<file path="src/hw/rtl/u8d_pkg.sv">
// ----------------------------------------------------------------------------
// u8d_pkg
// Shared widths, types and constants of the UTF-8 code point decoder.
// ----------------------------------------------------------------------------
package u8d_pkg;

  localparam int unsigned ByteW = 8;
  localparam int unsigned CpW   = 21;

  typedef logic [ByteW-1:0] byte_t;
  typedef logic [CpW-1:0]   cp_t;
  typedef logic [1:0]       cnt_t;

  localparam cp_t   Replacement = cp_t'(21'h00FFFD);

  localparam byte_t ContMask  = 8'hC0;
  localparam byte_t ContCode  = 8'h80;
  localparam byte_t Lead2Mask = 8'hE0;
  localparam byte_t Lead2Code = 8'hC0;
  localparam byte_t Lead3Mask = 8'hF0;
  localparam byte_t Lead3Code = 8'hE0;
  localparam byte_t Lead4Mask = 8'hF8;
  localparam byte_t Lead4Code = 8'hF0;
  localparam byte_t ContBits  = 8'h3F;
  localparam byte_t Lead2Bits = 8'h1F;
  localparam byte_t Lead3Bits = 8'h0F;
  localparam byte_t Lead4Bits = 8'h07;

endpackage

</file>
<file path="src/hw/rtl/u8d_if.sv">
// ----------------------------------------------------------------------------
// u8d_byte_if / u8d_cp_if
// Valid/ready channels for the byte stream and for decoded code points.
// ----------------------------------------------------------------------------
interface u8d_byte_if;
  logic           valid;
  logic           ready;
  u8d_pkg::byte_t in_byte;

  modport source (output valid, output in_byte, input ready);
  modport sink   (input valid, input in_byte, output ready);
endinterface

interface u8d_cp_if;
  logic         valid;
  logic         ready;
  u8d_pkg::cp_t code_point;
  logic         malformed;
  logic         end_of_text;
  logic         run_last;

  modport source (output valid, output code_point, output malformed,
                  output end_of_text, output run_last, input ready);
  modport sink   (input valid, input code_point, input malformed,
                  input end_of_text, input run_last, output ready);
endinterface

</file>
<file path="src/hw/rtl/utf8_codepoint_decoder.sv">
// ----------------------------------------------------------------------------
// utf8_codepoint_decoder
// Streaming UTF-8 decoder: one byte per request in, code points out.
// ----------------------------------------------------------------------------
//  channel  | dir | payload                                        | request
//  in_ch    | in  | in_byte[7:0]                                   | one byte
//  out_ch   | out | code_point[20:0] malformed end_of_text run_last | one result
//
//  A byte is decoded in the cycle it is accepted; its results are held in the
//  result register, one delivered per cycle while out_ch.ready is high. A byte
//  with at most one result sustains one byte per cycle while the output is
//  ready; a broken sequence gives up to four results and the input waits while
//  they drain. A new byte is accepted in the cycle the final result of the
//  previous one is taken. Reset clears the open sequence and result valid flags.
// ----------------------------------------------------------------------------
module utf8_codepoint_decoder (
  input  logic         clk_i,
  input  logic         rst_ni,
  u8d_byte_if.sink     in_ch,
  u8d_cp_if.source     out_ch
);

  u8d_pkg::cnt_t  need_q, need_d;
  u8d_pkg::cnt_t  taken_q, taken_d;
  u8d_pkg::cp_t   part_q, part_d;
  u8d_pkg::cnt_t  rep_q, rep_d;
  logic           fin_q, fin_d;
  u8d_pkg::cp_t   cp_q, cp_d;
  logic           bad_q, bad_d;
  logic           eot_q, eot_d;

  u8d_pkg::byte_t b;
  u8d_pkg::cnt_t  taken_inc;
  u8d_pkg::cp_t   part_ext;
  logic           seq_open;
  logic           is_cont;
  logic           accept;
  logic           out_fire;

  assign b         = in_ch.in_byte;
  assign seq_open  = (need_q != 2'd0);
  assign is_cont   = ((b & u8d_pkg::ContMask) == u8d_pkg::ContCode);
  assign taken_inc = taken_q + 2'd1;
  assign part_ext  = {part_q[u8d_pkg::CpW-7:0], b[5:0]};

  assign out_ch.valid       = (rep_q != 2'd0) || fin_q;
  assign out_ch.code_point  = (rep_q != 2'd0) ? u8d_pkg::Replacement : cp_q;
  assign out_ch.malformed   = (rep_q != 2'd0) || bad_q;
  assign out_ch.end_of_text = (rep_q == 2'd0) && eot_q;
  assign out_ch.run_last    = (rep_q == 2'd0) || ((rep_q == 2'd1) && !fin_q);

  assign out_fire    = out_ch.valid && out_ch.ready;
  assign in_ch.ready = !out_ch.valid || (out_ch.ready && out_ch.run_last);
  assign accept      = in_ch.valid && in_ch.ready;

  always_comb begin
    need_d  = need_q;
    taken_d = taken_q;
    part_d  = part_q;
    rep_d   = rep_q;
    fin_d   = fin_q;
    cp_d    = cp_q;
    bad_d   = bad_q;
    eot_d   = eot_q;
    if (accept) begin
      rep_d = 2'd0;
      fin_d = 1'b0;
      bad_d = 1'b0;
      eot_d = 1'b0;
      if (seq_open && is_cont) begin
        if (taken_inc >= need_q) begin
          fin_d   = 1'b1;
          cp_d    = part_ext;
          need_d  = 2'd0;
          taken_d = 2'd0;
          part_d  = '0;
        end else begin
          taken_d = taken_inc;
          part_d  = part_ext;
        end
      end else begin
        rep_d   = seq_open ? taken_inc : 2'd0;
        need_d  = 2'd0;
        taken_d = 2'd0;
        part_d  = '0;
        if (b == 8'h00) begin
          fin_d = 1'b1;
          cp_d  = '0;
          eot_d = 1'b1;
        end else if (!b[7]) begin
          fin_d = 1'b1;
          cp_d  = u8d_pkg::cp_t'(b);
        end else if ((b & u8d_pkg::Lead2Mask) == u8d_pkg::Lead2Code) begin
          need_d = 2'd1;
          part_d = u8d_pkg::cp_t'(b & u8d_pkg::Lead2Bits);
        end else if ((b & u8d_pkg::Lead3Mask) == u8d_pkg::Lead3Code) begin
          need_d = 2'd2;
          part_d = u8d_pkg::cp_t'(b & u8d_pkg::Lead3Bits);
        end else if ((b & u8d_pkg::Lead4Mask) == u8d_pkg::Lead4Code) begin
          need_d = 2'd3;
          part_d = u8d_pkg::cp_t'(b & u8d_pkg::Lead4Bits);
        end else begin
          fin_d = 1'b1;
          cp_d  = u8d_pkg::Replacement;
          bad_d = 1'b1;
        end
      end
    end else if (out_fire) begin
      if (rep_q != 2'd0) begin
        rep_d = rep_q - 2'd1;
      end else begin
        fin_d = 1'b0;
      end
    end
  end

  always_ff @(posedge clk_i or negedge rst_ni) begin
    if (!rst_ni) begin
      need_q  <= 2'd0;
      taken_q <= 2'd0;
      part_q  <= '0;
      rep_q   <= 2'd0;
      fin_q   <= 1'b0;
    end else begin
      need_q  <= need_d;
      taken_q <= taken_d;
      part_q  <= part_d;
      rep_q   <= rep_d;
      fin_q   <= fin_d;
    end
  end

  always_ff @(posedge clk_i) begin
    cp_q  <= cp_d;
    bad_q <= bad_d;
    eot_q <= eot_d;
  end

`ifndef SYNTHESIS
  a_taken_below_need: assert property (@(posedge clk_i) disable iff (!rst_ni)
    (need_q != 2'd0) |-> (taken_q < need_q))
    else $error("taken continuations not below needed count");

  a_closed_clean: assert property (@(posedge clk_i) disable iff (!rst_ni)
    (need_q == 2'd0) |-> (taken_q == 2'd0))
    else $error("continuation count left over with no open sequence");

  a_more_follows: assert property (@(posedge clk_i) disable iff (!rst_ni)
    (out_fire && !out_ch.run_last) |=> out_ch.valid)
    else $error("result run ended before its final result");

  a_eot_shape: assert property (@(posedge clk_i) disable iff (!rst_ni)
    (out_ch.valid && out_ch.end_of_text) |->
      (out_ch.code_point == '0 && !out_ch.malformed && out_ch.run_last))
    else $error("end-of-text result has a bad shape");

  a_bad_is_repl: assert property (@(posedge clk_i) disable iff (!rst_ni)
    (out_ch.valid && out_ch.malformed) |-> (out_ch.code_point == u8d_pkg::Replacement))
    else $error("malformed result is not the replacement character");
`endif

endmodule
</file>
<file path="src/flat_wrapper.sv">
// flat-port wrapper written by rule: the top's interface ports become plain ports
module utf8_codepoint_decoder_flat 
  (clk_i, rst_ni, in_ch_valid, in_ch_in_byte, in_ch_ready, out_ch_valid, out_ch_code_point, out_ch_malformed, out_ch_end_of_text, out_ch_run_last, out_ch_ready);
  u8d_byte_if in_ch_i ();
  u8d_cp_if out_ch_i ();
  input  logic clk_i;
  input  logic rst_ni;
  input wire logic [$bits(in_ch_i.valid)-1:0] in_ch_valid;
  input wire logic [$bits(in_ch_i.in_byte)-1:0] in_ch_in_byte;
  output wire logic [$bits(in_ch_i.ready)-1:0] in_ch_ready;
  output wire logic [$bits(out_ch_i.valid)-1:0] out_ch_valid;
  output wire logic [$bits(out_ch_i.code_point)-1:0] out_ch_code_point;
  output wire logic [$bits(out_ch_i.malformed)-1:0] out_ch_malformed;
  output wire logic [$bits(out_ch_i.end_of_text)-1:0] out_ch_end_of_text;
  output wire logic [$bits(out_ch_i.run_last)-1:0] out_ch_run_last;
  input wire logic [$bits(out_ch_i.ready)-1:0] out_ch_ready;
  assign in_ch_i.valid = in_ch_valid;
  assign in_ch_i.in_byte = in_ch_in_byte;
  assign in_ch_ready = in_ch_i.ready;
  assign out_ch_valid = out_ch_i.valid;
  assign out_ch_code_point = out_ch_i.code_point;
  assign out_ch_malformed = out_ch_i.malformed;
  assign out_ch_end_of_text = out_ch_i.end_of_text;
  assign out_ch_run_last = out_ch_i.run_last;
  assign out_ch_i.ready = out_ch_ready;
  utf8_codepoint_decoder u_core (.clk_i(clk_i), .rst_ni(rst_ni), .in_ch(in_ch_i), .out_ch(out_ch_i));
endmodule
</file>
<file path="config.mk">
export PLATFORM = sky130hd
export DESIGN_NAME = utf8_codepoint_decoder_flat
export DESIGN_NICKNAME = d
export VERILOG_FILES = /design/src/hw/rtl/u8d_pkg.sv /design/src/hw/rtl/u8d_if.sv /design/src/hw/rtl/utf8_codepoint_decoder.sv /design/src/flat_wrapper.sv
export SDC_FILE = /design/constraint.sdc
export NUM_CORES = 1
export LEC_CHECK = 0
export BUFFER_PORTS_ARGS = -buffer_cell sky130_fd_sc_hd__buf_4
export CAP_MARGIN = 15
export CORE_ASPECT_RATIO = 1.2
export CORE_UTILIZATION = 50
export CTS_CLUSTER_SIZE = 28
export DETAILED_ROUTE_END_ITERATION = 8
export GPL_ROUTABILITY_DRIVEN = 0
export PLACE_DENSITY = 0.85
export SYNTH_ARGS = -nofsm -noshare
export SYNTH_HDL_FRONTEND = slang
export SYNTH_SLANG_ARGS = --single-unit
</file>
<file path="constraint.sdc">
create_clock -name clk_i -period 3.5 [get_ports clk_i]
set_clock_uncertainty 0.1 [all_clocks]
set_input_delay 0.175 -clock clk_i [delete_from_list [all_inputs] [get_ports clk_i]]
set_output_delay 0.175 -clock clk_i [all_outputs]
set_load 0.005 [all_outputs]
</file>
==> results.cfg, run 1 <==
[logic_synthesis]
synth_compound_area_share_pct = 13.9
synth-seq-cells = 45
yosys_warnings = 0
synth_top_family_by_area = simple AND/OR/NAND/NOR gates
synth_area_um2 = 2150
synth_nets = 207
synth_top_area_cell = edfxtp_1
yosys.area.top_type_share_pct = 32.1
avgSynthCellArea_um2 = 11.3
muxShareOfSynthArea_pct = 0.523
netlist_instances = 191
synth.distinct_cells = 36
yosysSeqAreaShare_pct = 57.7
synthAdderAreaFrac_pct = 2.33
synth_xor_area_share_pct = 0.407
yosys.area_share.simple_pct = 21.8
synth_area_leaders = edfxtp_1, dfrtp_1, nand2b_1

[clock_tree]
clk_root_buffer_cell = clkbuf_8
cts_tree = done
clkLatencyLatePin_ns = 0.30
htreeDepth = 2
cts_max_path_buffers = 2
clkTransAtPathRegs_ns = 0.08
cts_buffers = 5
cts.sinks = 45
cts_setup_buffers = 0

[critical_path]
required_ns = 3.59
start_kind = flop
crit_fanout = 26
worstPathArrival_ns = 2.69
end_kind = flop
critPathKind = reg -> reg

[layout]
antenna_cells = 0
layout.nets = 248
area.growth.synth_to_final_pct = 21.5
postLayoutCellArea_um2 = 2620
drive_gt1_share_pct = 28.3
layout.cells.non_filler = 287
fill_cells = 318

[route]
vias_per_cell = 5.46
wl_met3_um = 185
dr.pass1.iters = 4
vias = 1568
wl_per_cell_um = 14.4
initialDrtViolationCount = 92
wl_met2_mm = 2.14
wl_met1_mm = 1.74
drcViolationCount = 0
top_layer = met4
wl_mm = 4.14
ant_nets = 0

[global_route]
grt_pass1_vias = 1363
antenna_found_initial = 0
grt_remaining_overflow = 0
grt_max_degree = 27
grt_pass1_wl_mm = 6.57
track_usage_pct = 20.7

[sta]
maxSlewHeadroom_pct = 42.7
fin_setup_tns_ns = 0
drv_slew = 0
period_needed_ns = 2.60
rsz0062_at_grt = no
post-route-period-util_pct = 74.3
max_freq_ghz = 0.385
fin_ws_ns = 0.900
setup_viol = 0
worst_slew_pin_slew_ns = 0.856
hold_viol = 0

[floorplan]
initial_core_util_pct = 53.3
die_area_um2 = 4570
core.rowCount = 25
die_w_um = 61.9
core-area_um2 = 4040
top_level_ports = 38
die_h_um = 73.9

[power_and_ir_drop]
p_per_area_nw_per_um2 = 702
max-vdd-ir-drop_v = 0.000399
power.total_mw = 1.84
leakage_nw = 1.15

[run_status]
status = finished clean

[placed_design]
dp_slack_ns = 0.935
io_buffers = 37
dpl_cell_area_um2 = 2490
dpl.hpwl_mm = 2.89
dpl.cell_count = 278

[hold_path]
hold_path.class = in -> reg

[flow_run]
drv_cap = 0
[sequential cells by signal, indices dropped and copies added, names as in the netlist]
signal          cells
u_core.taken_q      2
u_core.rep_q        2
u_core.eot_q        1
u_core.bad_q        1
u_core.part_q      15
u_core.cp_q        21
u_core.fin_q        1
u_core.need_q       2
[cells by family after synthesis]
logic type,Yosys count
multiplexers,1
adder cells (fa/ha/maj),4
AND/OR/NAND/NOR,88
AO/OA/AOI/OAI,36
flip-flops,45
XOR/XNOR,1
buffers and inverters,16
[cells in the final DEF (no fill, tap or decap), types with 2 or more instances in the layout]
master,count
o21ai_0,11
or4_1,2
a21oi_1,2
edfxtp_1,23
inv_1,7
and2_1,13
a22o_2,10
nor2b_1,3
nor2_1,6
clkbuf_8,5
nand2b_1,23
ha_1,4
a221o_1,2
dfrtp_1,22
nor3_1,2
a21o_1,3
nand2_1,32
buf_4,41
[worst max-delay path, cell delays in order (launching register included)]
cell and delay [ns]:
dfrtp_1 0.40, inv_1 0.06, ha_1 0.34, and3_1 0.28, a21oi_4 0.55, inv_2 0.19, and2_4 0.24, a221o_1 0.32
[stage by stage]
step	hold slack (ns)	util, %
after floorplan	-0.221	-
after global placement	-0.0239	61.7
after detailed placement	-0.0186	61.7
after CTS	0.0457	64.8
after global routing	0.0625	64.8
final	0.0508	64.8
[worst paths after layout]
kind | startpoint | end | slack (ns) | cells past startpoint
min in group asynchronous | rst_ni | u_core.fin_q | 0.19 | 2
min reg2reg | u_core.part_q[10] | u_core.part_q[10] | 0.41 | 1
min | in_ch_in_byte[0] | u_core.part_q[0] | 0.05 | 3
max reg2reg | u_core.rep_q[0] | u_core.taken_q[1] | 0.90 | 7
max in group asynchronous | rst_ni | u_core.part_q[10] | 2.87 | 2
max | u_core.rep_q[0] | u_core.taken_q[1] | 0.90 | 7
[area by class of cell]
class,instances,area (µm²),area share [%]
flip-flops and latches,45,1240,47.5
multi-input cells,130,843,32.2
repair buffers,42,318,12.2
clock buffers,5,68.8,2.63
well taps,54,67.6,2.58
clock inverters,3,46.3,1.77
inverters,8,30.0,1.15
[power by group]
part           switching, mW  internal, mW  leakage, nW
Clock                  0.177         0.214       0.0543
Sequential            0.0555         0.696        0.512
Combinational          0.374         0.320        0.583
[cell usage after synthesis]
master and n:
nand2_1 32, edfxtp_1 23, nand2b_1 23, dfrtp_1 22, and2_1 13, o21ai_0 11
a22o_2 10, inv_1 7, clkbuf_1 6, nor2_1 6, ha_1 4, a21o_1 3
nor2b_1 3, nor3_1 3, a21oi_1 2, a221o_1 2, or4_1 2, a2111oi_4 1
a211o_1 1, a21boi_0 1, a21oi_4 1, a22o_1 1, a31oi_1 1, and2_4 1
and3_1 1, and3b_1 1, buf_2 1, buf_8 1, inv_2 1, mux2_2 1
nand2b_4 1, nor4_1 1, nor4b_1 1, o31ai_1 1, o41ai_1 1, xor2_1 1
[repair_timing]
item	CTS	global route
resized for setup	0	0
endpoints found under the hold margin	22	0
hold buffers	1	0
[routing by layer]
metal / up-vias / global-route usage, %
li1: 742 / -
met5: - / 0
met1: 763 / 26.2
met3: 7 / 4.23
met2: 56 / 34.2
met4: 0 / 8.15
Power figures use the tool's default switching activity.
==> inputs of run 2 (changes only) <==
==> constraint.sdc (replaced) <==
create_clock -name clk_i -period 2.7 [get_ports clk_i]
set_clock_uncertainty 0.1 [all_clocks]
set_input_delay 0.135 -clock clk_i [delete_from_list [all_inputs] [get_ports clk_i]]
set_output_delay 0.135 -clock clk_i [all_outputs]
set_load 0.005 [all_outputs]
==> results.cfg, run 2 (synthesis gave the netlist of run 1 again) <==
[critical_path]
required_ns = 2.80
end_kind = flop
rr_worst_depth = 7
r2r_end = u_core.fin_q
critPathKind = reg -> reg
worstReg2RegStart = u_core.rep_q[0]
crit_fanout = 26
reg2reg_slack_ns = 0.43
start_kind = flop
worstPathArrival_ns = 2.37

[global_route]
grt_remaining_overflow = 0
grt_pass1_vias = 1375
grt_pass1_wl_mm = 6.43
track_usage_pct = 20.2
antenna_found_initial = 0
grt_max_degree = 27

[layout]
top_register = u_core.cp_q
reg_top3 = u_core.cp_q x21, u_core.part_q x15
layout.nets = 249
post-route-util_pct = 64.5
postLayoutCellArea_um2 = 2600
drive_gt1_share_pct = 28.6
largest_reg_flops = 21
antenna_cells = 0
fill_cells = 316
mostFrequentLayoutCells = buf_4, nand2_1, nand2b_1, edfxtp_1, dfrtp_1
area.growth.synth_to_final_pct = 20.9
final_common_cell = buf_4

[floorplan]
die_area_um2 = 4570
core.rowCount = 25
die_h_um = 73.9
core-area_um2 = 4040
die_w_um = 61.9
initial_core_util_pct = 53.3
top_level_ports = 38

[route]
dr.pass1.iters = 4
vias_per_cell = 5.25
initialDrtViolationCount = 46
ant_nets = 0
wl_per_cell_um = 13.7
wl_mm = 3.94
drcViolationCount = 0
vias = 1512

[sta]
drv_slew = 0
max_freq_ghz = 0.440
worst_slew_pin_slew_ns = 0.811
maxSlewHeadroom_pct = 45.7
hold_ws_ns = 0.0156
fin_setup_tns_ns = 0
period_needed_ns = 2.27
rsz0062_at_grt = no
hold_viol = 0
post-route-period-util_pct = 84.2
setup_viol = 0

[clock_tree]
clkTransAtPathRegs_ns = 0.09
cts.sinks = 45
cts_max_path_buffers = 2
cts_tree = done
htreeDepth = 2
cts_setup_buffers = 0
clkLatencyLatePin_ns = 0.31
cts_buffers = 5
clk_root_buffer_cell = clkbuf_8

[hold_path]
hold_path.class = in -> reg
whs_path_depth = 2
hold_end = u_core.part_q[5]
worstHoldStart = in_ch_in_byte[5]

[placed_design]
dpl_cell_area_um2 = 2500
dpl.hpwl_mm = 2.87
io_buffers = 37

[run_status]
status = finished clean

[power_and_ir_drop]
p_per_area_nw_per_um2 = 881
max-vdd-ir-drop_v = 0.000587
power.total_mw = 2.29
leakage_nw = 1.15

[flow_run]
drv_cap = 0
run 2: layout make-up:
class,count,area (µm²),share of cell area (%)
clock inverter,3,25.0,0.962
inverter,8,30.0,1.15
tap,54,67.6,2.60
clock buffer,5,68.8,2.65
sequential,45,1240,47.7
multi-input combinational,130,843,32.4
timing repair buffer,43,325,12.5
run 2: layer usage:
metal  up-vias  routed length, µm  part of all wire, %  global-route usage, %
met5         -                  0                    0                      0
li1        748                  -                    -                      -
met1       704               1710                   43                   25.4
met3        10                205                  5.2                   4.93
met4         0                134                  3.4                   11.4
met2        50               1890                   48                   31.4
run 2: repair_timing:
action,in CTS,in global routing
hold buffers,1,0
hold endpoints to repair,22,0
resized for setup,0,0
run 2: worst max-delay path: stages (launching register included):
cell and delay [ns]:
dfrtp_1 0.40, inv_1 0.06, ha_1 0.24, a21o_1 0.20
a21oi_4 0.54, nor3_2 0.19, buf_4 0.25, a21o_1 0.17
run 2: per-stage QoR:
stage / std cells / worst slack, ns
2_1_floorplan: 191 / 0.265
3_3_place_gp: 279 / 0.514
3_5_place_dp: 279 / 0.433
4_1_cts: 288 / 0.413
5_1_grt: 288 / 0.281
6_report: 288 / 0.428
run 2: report_power, final:
group          internal (mW)  switching (mW)
Combinational          0.416           0.466
Sequential             0.902          0.0759
Clock                  0.188           0.243
Total                   1.51           0.785
run 2: how the worst max path moves through the flow:
stage | startpoint | endpoint | depth (start not counted)
finish | u_core.rep_q[0] | u_core.fin_q | 7
global route | u_core.rep_q[0] | u_core.fin_q | 7
CTS | u_core.rep_q[0] | u_core.fin_q | 7
detailed placement | u_core.rep_q[0] | u_core.fin_q | 7
global placement | u_core.rep_q[0] | u_core.fin_q | 7
floorplan | u_core.rep_q[0] | u_core.cp_q[0] | 6
